## src/assert_macros.svh

```systemverilog
// Assertion macros shared by the RTL of this project.
// Clocked on clk and disabled while rst_n is low; empty when SYNTHESIS is set.
`ifndef ASSERT_MACROS_SVH
`define ASSERT_MACROS_SVH
`ifndef SYNTHESIS
`define ASSERT_CLK(lbl, prop) \
  lbl: assert property (@(posedge clk) disable iff (!rst_n) (prop)) \
    else $error("assertion failed");
`define ASSERT_NEVER(lbl, expr) \
  lbl: assert property (@(posedge clk) disable iff (!rst_n) !(expr)) \
    else $error("forbidden condition seen");
`else
`define ASSERT_CLK(lbl, prop)
`define ASSERT_NEVER(lbl, expr)
`endif
`endif

```

## src/aebr_pkg.sv

```systemverilog
// Types and character constants for the Accept-Encoding br token checker.
// No dependencies.
package aebr_pkg;

  // Scanner phase
  typedef enum logic [3:0] {
    PH_SEEK = 4'd0,
    PH_B_OK = 4'd1,
    PH_B_NO = 4'd2,
    PH_BR   = 4'd3,
    PH_SEMI = 4'd4,
    PH_Q    = 4'd5,
    PH_EQ   = 4'd6,
    PH_ZERO = 4'd7,
    PH_DOT  = 4'd8,
    PH_D1   = 4'd9,
    PH_D2   = 4'd10,
    PH_D3   = 4'd11
  } phase_t;

  // Scanner state carried between bytes of one value
  typedef struct packed {
    phase_t phase;
    logic   prev_delim;
    logic   decided;
    logic   verdict;
  } scan_state_t;

  localparam scan_state_t SCAN_RESET = '{phase: PH_SEEK, prev_delim: 1'b1,
                                         decided: 1'b0, verdict: 1'b0};

  localparam logic [7:0] CH_NUL   = 8'h00;
  localparam logic [7:0] CH_SPACE = 8'h20;
  localparam logic [7:0] CH_COMMA = 8'h2C;
  localparam logic [7:0] CH_DOT   = 8'h2E;
  localparam logic [7:0] CH_ZERO  = 8'h30;
  localparam logic [7:0] CH_ONE   = 8'h31;
  localparam logic [7:0] CH_NINE  = 8'h39;
  localparam logic [7:0] CH_SEMI  = 8'h3B;
  localparam logic [7:0] CH_EQ    = 8'h3D;
  localparam logic [7:0] CH_UP_B  = 8'h42;
  localparam logic [7:0] CH_UP_R  = 8'h52;
  localparam logic [7:0] CH_LO_B  = 8'h62;
  localparam logic [7:0] CH_LO_Q  = 8'h71;
  localparam logic [7:0] CH_LO_R  = 8'h72;

  localparam int unsigned DATA_W = 8;

endpackage

```

## src/accept_encoding_br_token_check.sv

```systemverilog
// Accept-Encoding "br" token checker, top level.
// Depends on aebr_pkg and assert_macros.svh.
//
// Takes a header value one byte per request (tdata = byte, tuser = byte
// present, tlast = end of value) and returns one verdict per value on the
// request that carries tlast: out_tdata[0] = 1 when the token br is accepted
// (case-insensitive, delimited, not followed by q=0). A request is taken
// every cycle unless a last byte waits; the scanner step works on the input
// register, and the verdict is registered as its last byte retires. The output
// register holds a verdict while the next value's bytes keep flowing; only
// a second tlast request waits for a busy output register.
`include "assert_macros.svh"

module accept_encoding_br_token_check (
  input  logic                        clk,
  input  logic                        rst_n,
  input  logic                        in_tvalid,
  output logic                        in_tready,
  input  logic [aebr_pkg::DATA_W-1:0] in_tdata,   // [7:0] value_byte
  input  logic                        in_tuser,   // [0] byte_present
  input  logic                        in_tlast,   // last byte of the value
  output logic                        out_tvalid,
  input  logic                        out_tready,
  output logic [aebr_pkg::DATA_W-1:0] out_tdata   // [0] accepted, [7:1] zero
);
  import aebr_pkg::*;

  // One scanner step for a single byte
  function automatic scan_state_t consume(scan_state_t st, logic [7:0] c);
    scan_state_t ns;
    logic        seek;
    ns   = st;
    seek = 1'b0;
    if (!st.decided) begin
      case (st.phase)
        PH_B_OK, PH_B_NO: begin
          if (c inside {CH_LO_R, CH_UP_R}) begin
            ns.phase = (st.phase == PH_B_OK) ? PH_BR : PH_SEEK;
          end else begin
            seek = 1'b1;
          end
        end
        PH_BR: begin
          if (c == CH_SPACE) begin
            ns.phase = PH_SEMI;
          end else if (c == CH_SEMI) begin
            ns.phase = PH_Q;
          end else if (c == CH_COMMA) begin
            ns.decided = 1'b1;
            ns.verdict = 1'b1;
          end else begin
            seek = 1'b1;
          end
        end
        PH_SEMI, PH_Q, PH_EQ, PH_ZERO: begin
          // Optional spaces, then the expected character or accept
          if (c != CH_SPACE) begin
            if ((st.phase == PH_SEMI && c == CH_SEMI) ||
                (st.phase == PH_Q    && c == CH_LO_Q) ||
                (st.phase == PH_EQ   && c == CH_EQ)   ||
                (st.phase == PH_ZERO && c == CH_ZERO)) begin
              ns.phase = phase_t'(st.phase + 4'd1);
            end else begin
              ns.decided = 1'b1;
              ns.verdict = 1'b1;
            end
          end
        end
        PH_DOT: begin
          if (c == CH_DOT) begin
            ns.phase = PH_D1;
          end else begin
            ns.decided = 1'b1;
            ns.verdict = 1'b0;
          end
        end
        PH_D1, PH_D2, PH_D3: begin
          if (c inside {[CH_ONE:CH_NINE]}) begin
            ns.decided = 1'b1;
            ns.verdict = 1'b1;
          end else if (c == CH_ZERO && st.phase != PH_D3) begin
            ns.phase = phase_t'(st.phase + 4'd1);
          end else begin
            ns.decided = 1'b1;
            ns.verdict = 1'b0;
          end
        end
        default: seek = 1'b1;
      endcase
      // Token search
      if (seek) begin
        if (c == CH_NUL) begin
          ns.decided = 1'b1;
          ns.verdict = 1'b0;
        end else if (c inside {CH_LO_B, CH_UP_B}) begin
          ns.phase = st.prev_delim ? PH_B_OK : PH_B_NO;
        end else begin
          ns.phase = PH_SEEK;
        end
      end
      ns.prev_delim = (c == CH_COMMA) || (c == CH_SPACE);
    end
    return ns;
  endfunction

  logic              s1_valid_r;
  logic [7:0]        s1_byte_r;
  logic              s1_present_r;
  logic              s1_last_r;
  logic              s1_fire;
  scan_state_t       state_r;
  scan_state_t       state_nxt;
  scan_state_t       st_byte;
  scan_state_t       st_end;
  logic              fin_verdict;
  logic              out_valid_r;
  logic              out_valid_nxt;
  logic              out_accepted_r;

  // Stage 1 retires a byte; a last byte needs a free output register
  assign s1_fire   = s1_valid_r && (!s1_last_r || !out_valid_r || out_tready);
  assign in_tready = !s1_valid_r || s1_fire;

  // Input register
  always_ff @(posedge clk) begin
    if (!rst_n) begin
      s1_valid_r <= 1'b0;
    end else if (in_tready) begin
      s1_valid_r <= in_tvalid;
    end
  end

  always_ff @(posedge clk) begin
    if (in_tready && in_tvalid) begin
      s1_byte_r    <= in_tdata;
      s1_present_r <= in_tuser;
      s1_last_r    <= in_tlast;
    end
  end

  // Next state: scan the byte, restart after the end of a value
  always_comb begin
    st_byte = s1_present_r ? consume(state_r, s1_byte_r) : state_r;
    if (!s1_fire) begin
      state_nxt = state_r;
    end else if (s1_last_r) begin
      state_nxt = SCAN_RESET;
    end else begin
      state_nxt = st_byte;
    end
  end

  // Output: end of value right after br accepts, else it acts as a NUL byte
  always_comb begin
    st_end = st_byte;
    if (!st_byte.decided) begin
      if (st_byte.phase == PH_BR) begin
        st_end.decided = 1'b1;
        st_end.verdict = 1'b1;
      end else begin
        st_end = consume(st_byte, CH_NUL);
      end
    end
    fin_verdict   = st_end.decided && st_end.verdict;
    out_valid_nxt = (s1_fire && s1_last_r) || (out_valid_r && !out_tready);
  end

  always_ff @(posedge clk) begin
    if (!rst_n) begin
      state_r     <= SCAN_RESET;
      out_valid_r <= 1'b0;
    end else begin
      state_r     <= state_nxt;
      out_valid_r <= out_valid_nxt;
    end
  end

  // Result register
  always_ff @(posedge clk) begin
    if (s1_fire && s1_last_r) begin
      out_accepted_r <= fin_verdict;
    end
  end

  assign out_tvalid = out_valid_r;
  assign out_tdata  = {{(DATA_W-1){1'b0}}, out_accepted_r};

  // Checks
  `ASSERT_CLK(a_restart_after_last, s1_fire && s1_last_r |=> state_r == SCAN_RESET)
  `ASSERT_CLK(a_result_from_last, $rose(out_valid_r) |-> $past(s1_fire && s1_last_r))
  `ASSERT_CLK(a_verdict_final, state_r.decided && s1_fire && !s1_last_r |=> state_r.decided && state_r.verdict == $past(state_r.verdict))
  `ASSERT_NEVER(a_no_overwrite, s1_fire && s1_last_r && out_valid_r && !out_tready)

endmodule
```

## config.mk

```make
export PLATFORM = sky130hd
export DESIGN_NAME = accept_encoding_br_token_check
export DESIGN_NICKNAME = d
export VERILOG_FILES = /design/src/aebr_pkg.sv /design/src/accept_encoding_br_token_check.sv
export VERILOG_INCLUDE_DIRS = /design/src /design/src/src
export SDC_FILE = /design/constraint.sdc
export NUM_CORES = 1
export LEC_CHECK = 0
export BUFFER_PORTS_ARGS = -buffer_cell sky130_fd_sc_hd__buf_4
export CORE_MARGIN = 5
export CORE_UTILIZATION = 61
export CTS_BUF_LIST = sky130_fd_sc_hd__clkbuf_16
export CTS_CLUSTER_DIAMETER = 80
export DETAILED_ROUTE_END_ITERATION = 10
export PLACE_DENSITY = 0.86
export SYNTH_ARGS = -nofsm -noshare
export SYNTH_HDL_FRONTEND = slang
export SYNTH_SLANG_ARGS = --single-unit
```

## constraint.sdc

```tcl
create_clock -name clk -period 5 [get_ports clk]
set_input_delay 1 -clock clk [delete_from_list [all_inputs] [get_ports clk]]
set_output_delay 1 -clock clk [all_outputs]
set_load 0.03 [all_outputs]
```

* Word-level counts from Yosys, hierarchy flattened
Cells that the tools add are included.
** Word-level totals
- Register bits :: 20
- Input bits :: 14
- Output and inout bits :: 10
** Operators by class
- $add $sub $neg :: 1
- $lt $le $gt $ge :: 2
- Eq/ne operators :: 33
- Muxes and demuxes :: 41
- Reduce and logical (&&, ||, !) cells :: 33
** Operators by type and width (count)
- equality test 8 x 6 -> 1 bit (second input constant) :: 6
- equality test 8 x 7 -> 1 bit (second input constant) :: 5
- 2-to-1 mux 4 bit :: 10
- equality test 4 x 3 -> 1 bit (second input constant) :: 8
- equality test 4 bit (second input constant) :: 8
- 2-to-1 mux 2 bit :: 16
- 2-to-1 mux 7 bit :: 3
- one-hot mux 4 bit (5 select lines) :: 1
- OR reduction 8 bit :: 2
- equality test 4 x 2 -> 1 bit (second input constant) :: 3
- OR reduction 4 bit :: 3
- logical AND 1 bit :: 11
- >= comparator 8 x 6 -> 1 bit (second input constant) :: 1
- <= comparator 8 x 6 -> 1 bit (second input constant) :: 1
- logical NOT 8 bit :: 1
- logical OR 1 bit :: 8
- 2-to-1 mux 1 bit :: 8
- != test 8 x 6 -> 1 bit (second input constant) :: 1
- one-hot mux 2 bit (4 select lines) :: 1
- adder 4 x 1 -> 4 bit (second input constant) :: 1
- equality test 4 x 1 -> 1 bit (second input constant) :: 1
- logical NOT 1 bit :: 4
- != test 4 bit (second input constant) :: 1
- one-hot mux 2 bit (2 select lines) :: 1
- other kinds (4) :: 5

* Longest topological paths before layout
- Depth in word-level cells :: 21
- Mapped depth :: 11

* Worst setup path after synthesis
OpenSTA, ideal clock, no wires.
- Kind :: reg-to-reg
- From :: reg state_r[3] (netlist name)
- To :: reg out_accepted_r, data pin
- Data arrival time :: 2353 ps
- Required time :: 4740 ps
- Setup slack :: 2387 ps
- Stages on the path, launching flop included :: 12
- Buffers on the path :: 1
- Period minus slack after synthesis :: 2613 ps
- Cells stage by stage :: dfxtp_1 -> clkbuf_1 -> inv_1 -> ha_1 -> or3_1 -> nand2_1 -> nor3_2 -> nor4_1 -> a221oi_2 -> a211oi_2 -> o21ba_1 -> o22ai_1
** On the way
- Longest elaborated chain between the ends :: 21
- Elaborated cells on any way between the ends :: 68
- Those cells by class :: add/sub: 1; eq/ne: 21; mux: 30; reduce/logical: 16
** Ends and longest elaborated chain
- from (decl) :: RTL line accept_encoding_br_token_check.sv:111 : scan_state_t state_r;
- from (signal assigned) :: RTL line accept_encoding_br_token_check.sv:173 : state_r <= state_nxt;
- equality test 4 x 3 -> 1 bit, on equally long branches :: RTL line accept_encoding_br_token_check.sv:35, accept_encoding_br_token_check.sv:58, accept_encoding_br_token_check.sv:59
- logical AND 1 bit, on equally long branches :: RTL line accept_encoding_br_token_check.sv:58, accept_encoding_br_token_check.sv:59
- logical OR 1 bit :: RTL line accept_encoding_br_token_check.sv:58 : if ((st.phase == PH_SEMI && c == CH_SEMI) ||
- logical OR 1 bit :: RTL line accept_encoding_br_token_check.sv:59 : (st.phase == PH_Q && c == CH_LO_Q) ||
- logical OR 1 bit :: RTL line accept_encoding_br_token_check.sv:60 : (st.phase == PH_EQ && c == CH_EQ) ||
- 2-to-1 mux 4 bit :: RTL line accept_encoding_br_token_check.sv:58
- 2-to-1 mux 4 bit :: RTL line accept_encoding_br_token_check.sv:57 : if (c != CH_SPACE) begin
- one-hot mux 4 bit (5 select lines) :: RTL line accept_encoding_br_token_check.sv:35 : case (st.phase)
- [6 not listed]
- 2-to-1 mux 1 bit
- 2-to-1 mux 1 bit :: RTL line accept_encoding_br_token_check.sv:157 : if (st_byte.phase == PH_BR) begin
- 2-to-1 mux 1 bit :: RTL line accept_encoding_br_token_check.sv:156 : if (!st_byte.decided) begin
- 2-to-1 mux 2 bit :: RTL line accept_encoding_br_token_check.sv:91 : if (seek) begin
- 2-to-1 mux 2 bit :: RTL line accept_encoding_br_token_check.sv:157
- 2-to-1 mux 2 bit * :: RTL line accept_encoding_br_token_check.sv:156
- logical AND 1 bit * :: RTL line accept_encoding_br_token_check.sv:164 : fin_verdict = st_end.decided && st_end.verdict;
- net fin_verdict :: RTL line accept_encoding_br_token_check.sv:115 : logic fin_verdict;
- to (signal assigned) :: RTL line accept_encoding_br_token_check.sv:181 : out_accepted_r <= fin_verdict;
- to (decl) :: RTL line accept_encoding_br_token_check.sv:118 : logic out_accepted_r;
The timed path passes the listed nets; every way through them passes the cells marked *. The select of a mux whose other input is x is not followed.
A chain may end at the register's enable or synchronous reset.

* Final worst setup path
Ends and elaborated chain as after synthesis.

==> results.toml <==
[pwr]
power_per_cell_area_nw_per_um2 = 224
p_leak_nw = 0.626
design_power_total_mw = 0.388
vdd_drop_max_mv = 0.220

[logic_synthesis]
synth_async_sr_flop_share_pct = 0
yosysWarningCount = 0
postSynthCellCount = 190
yosys_most_used_dff = "sky130_fd_sc_hd__edfxtp_1"
number_of_synthesized_flops_with_an_enable_pin = 11
synth.ff_latch_count = 20
ys_types = 61
synth.yosys.seq_area_share_pct = 32.1
post_synthesis_mean_instance_area_um2 = 8.38
synth_area_um2 = 1590

[global_route]
initial_antenna_violation_count = 0
groute.usage.overall_pct = 23.2
grt_first_pass_wirelength_mm = 6.49
vias_in_the_first_global_route = 1456
global_route.overflow_total = 0
grt_max_degree = 13

[setup_path]
length_in_cells_of_the_worst_reg_to_reg_path = 9
cell_with_the_biggest_individual_delay_on_the_critical_path = "sky130_fd_sc_hd__dfxtp_1"
crit_arrival_ns = 3.18
worst_path_largest_cell_delay_ns = 0.55
worst-setup-path-type = "reg2reg"
end_kind = "flop"
required_ns = 5.10
path_max_fanout = 10
worstSetupStartpointType = "flop"
critical_path.cell_chain = "ha_1, or4b_1, a211oi_2, a22oi_1, a21oi_1, o211ai_1, a32o_1, nand2b_1, o22ai_1"

[status]
outcome = "finished, final reports clean"

[timing]
rsz0062_at_grt = "false"
max-slew-margin-rel_pct = 35.8
period_minus_slack_ns = 3.08
max_clock_skew_ns = 0.00705
max_freq_mhz = 325
setup_tns_ns = 0
setup_violations = 0
final_hold_viol_count = 0
finalCritPeriodShare_pct = 61.6
worst-slew-pin-transition_ns = 0.959
drv_slew = 0

[place]
post_detail_place_hpwl_mm = 2.83
place.port_buffers = 16
gp_congestion = 0.942

[die]
core_area_um2 = 2480
placementRows = 18
die_height_um = 61.1
die_w_um = 61.1
start_util_pct = 64.2
die-area_um2 = 3730
design.portCount = 24

[clocking]
clock_net_sink_count = 20
clk_root_buffer_cell = "sky130_fd_sc_hd__clkbuf_16"
worstSkewPairLatency_ns = 0.25
ctsHtreeMaxLevel = 1
cts_buffers = 3
hold_buffers = 0
tritoncts = "built"
clock_path_buffers = 2
post_cts_resized = 0
worst_setup_hold_path_clk_slew_ns = 0.06
buffer_count_from_post_cts_setup_fixing = 0

[drt]
first_iter_violations = 98
routed_via_density = 6.52
detail-route-antenna-nets = 0
remaining_drc_errors = 0
detail_route.wirelength_mm = 3.68
route.vias.total = 1474
post_drt_wl_per_cell_um = 16.3
drtPass1Iterations = 5

[final_layout]
post_route_cells_drive_above_1_share_pct = 14.3
finish.net_count = 215
antenna_cells_inserted = 0
area_growth_from_synthesis_to_layout_pct = 8.65

[min_path]
min-delay-path-class = "reg2reg"
hold_depth = 2

[run]
timing.max_cap.violations = 0
## routing by layer
layer	global-route usage (%)	wire (um)	up-vias
li1	-	-	706
met1	30.4	1520	679
met2	37.8	1760	79
met3	4.82	306	10
met4	8.36	95	0
met5	0	0	-
## per-stage QoR
step	instances	utilization, %	area, um2	hold slack, ns	setup slack [ns]
floorplan	196	-	1610	0.481	2.39
global placement	222	66.6	1650	0.513	2.01
detailed placement	222	66.6	1650	0.516	2.00
CTS	226	69.8	1730	0.534	1.98
global route	226	69.8	1730	0.609	1.77
finish	226	69.8	1730	0.555	1.92
## critical path: cells and delay by family (launching register included)
family	cells	cell delay [ns]
compound gates	6	1.32
fa+ha+maj	1	0.42
flops	1	0.55
simple gates	2	0.63
## state kept, by name (all words and copies together), names as in the netlist
signal	flops
state_r	7
out_accepted_r	1
s1_valid_r	1
s1_byte_r	8
s1_last_r	1
s1_present_r	1
out_tvalid	1
## final timing paths
check / startpoint / end / slack (ns)
min: state_r[2] / state_r[2] / 0.55
max: state_r[3] / out_accepted_r / 1.92
min reg2reg: state_r[2] / state_r[2] / 0.55
max reg2reg: state_r[3] / out_accepted_r / 1.92
## cell usage after synthesis (all sizes together) (4+ instances only)
cell type,n,area (um2)
o21ai,11,55.1
clkbuf,5,18.8
a22oi,5,37.5
nor2,19,73.8
nor2b,8,50.1
buf,15,103
dfxtp,9,180
edfxtp,11,330
ha,4,50.1
nand3,4,20.0
a21oi,6,30.0
nor3,9,50.1
nand2,15,56.3
inv,10,37.5
## cell usage in the layout, fill, tap and decap left out, types with 2 or more instances in the layout
cell type	count
sky130_fd_sc_hd__a211oi_2	2
sky130_fd_sc_hd__a21boi_0	2
sky130_fd_sc_hd__a21o_1	2
sky130_fd_sc_hd__a21oi_1	6
sky130_fd_sc_hd__a22oi_1	5
sky130_fd_sc_hd__a31oi_1	3
sky130_fd_sc_hd__a41o_1	3
sky130_fd_sc_hd__and3_1	2
sky130_fd_sc_hd__buf_4	16
sky130_fd_sc_hd__clkbuf_16	3
sky130_fd_sc_hd__conb_1	7
sky130_fd_sc_hd__dfxtp_1	9
sky130_fd_sc_hd__edfxtp_1	11
sky130_fd_sc_hd__ha_1	4
sky130_fd_sc_hd__inv_1	10
sky130_fd_sc_hd__nand2_1	15
sky130_fd_sc_hd__nand2b_1	3
sky130_fd_sc_hd__nand3_1	4
sky130_fd_sc_hd__nor2_1	18
sky130_fd_sc_hd__nor2b_1	8
sky130_fd_sc_hd__nor3_1	8
sky130_fd_sc_hd__nor4_2	2
sky130_fd_sc_hd__o211ai_1	2
sky130_fd_sc_hd__o21a_1	3
sky130_fd_sc_hd__o21ai_0	10
sky130_fd_sc_hd__o221a_1	2
sky130_fd_sc_hd__or3_1	2
sky130_fd_sc_hd__or4_1	2
sky130_fd_sc_hd__or4b_1	2
## layout make-up
cell class	count	area [um2]
clock buffer	3	75.1
clock inverter	1	3.75
timing repair buffer	16	120
inverter	10	37.5
sequential	20	510
multi-input combinational	146	945
tap	30	37.5
fill	187	748
## kinds of logic after synthesis
kind of cell	after synthesis	synth area share (%)
and+or+nand+nor	77	26.8
AOI/OAI and AO/OA	57	27.2
buffers and inverters	30	9.98
DFF	20	32.1
adders and majority gates	4	3.14
xor gates and xnor gates	1	0.550
other	1	0.236
## where the power goes
part,internal (mW),switching (mW)
registers,0.181,0.00785
clock network,0.106,0.0559
logic,0.0142,0.0227
total,0.301,0.0864
Power figures use the tool's default switching activity.
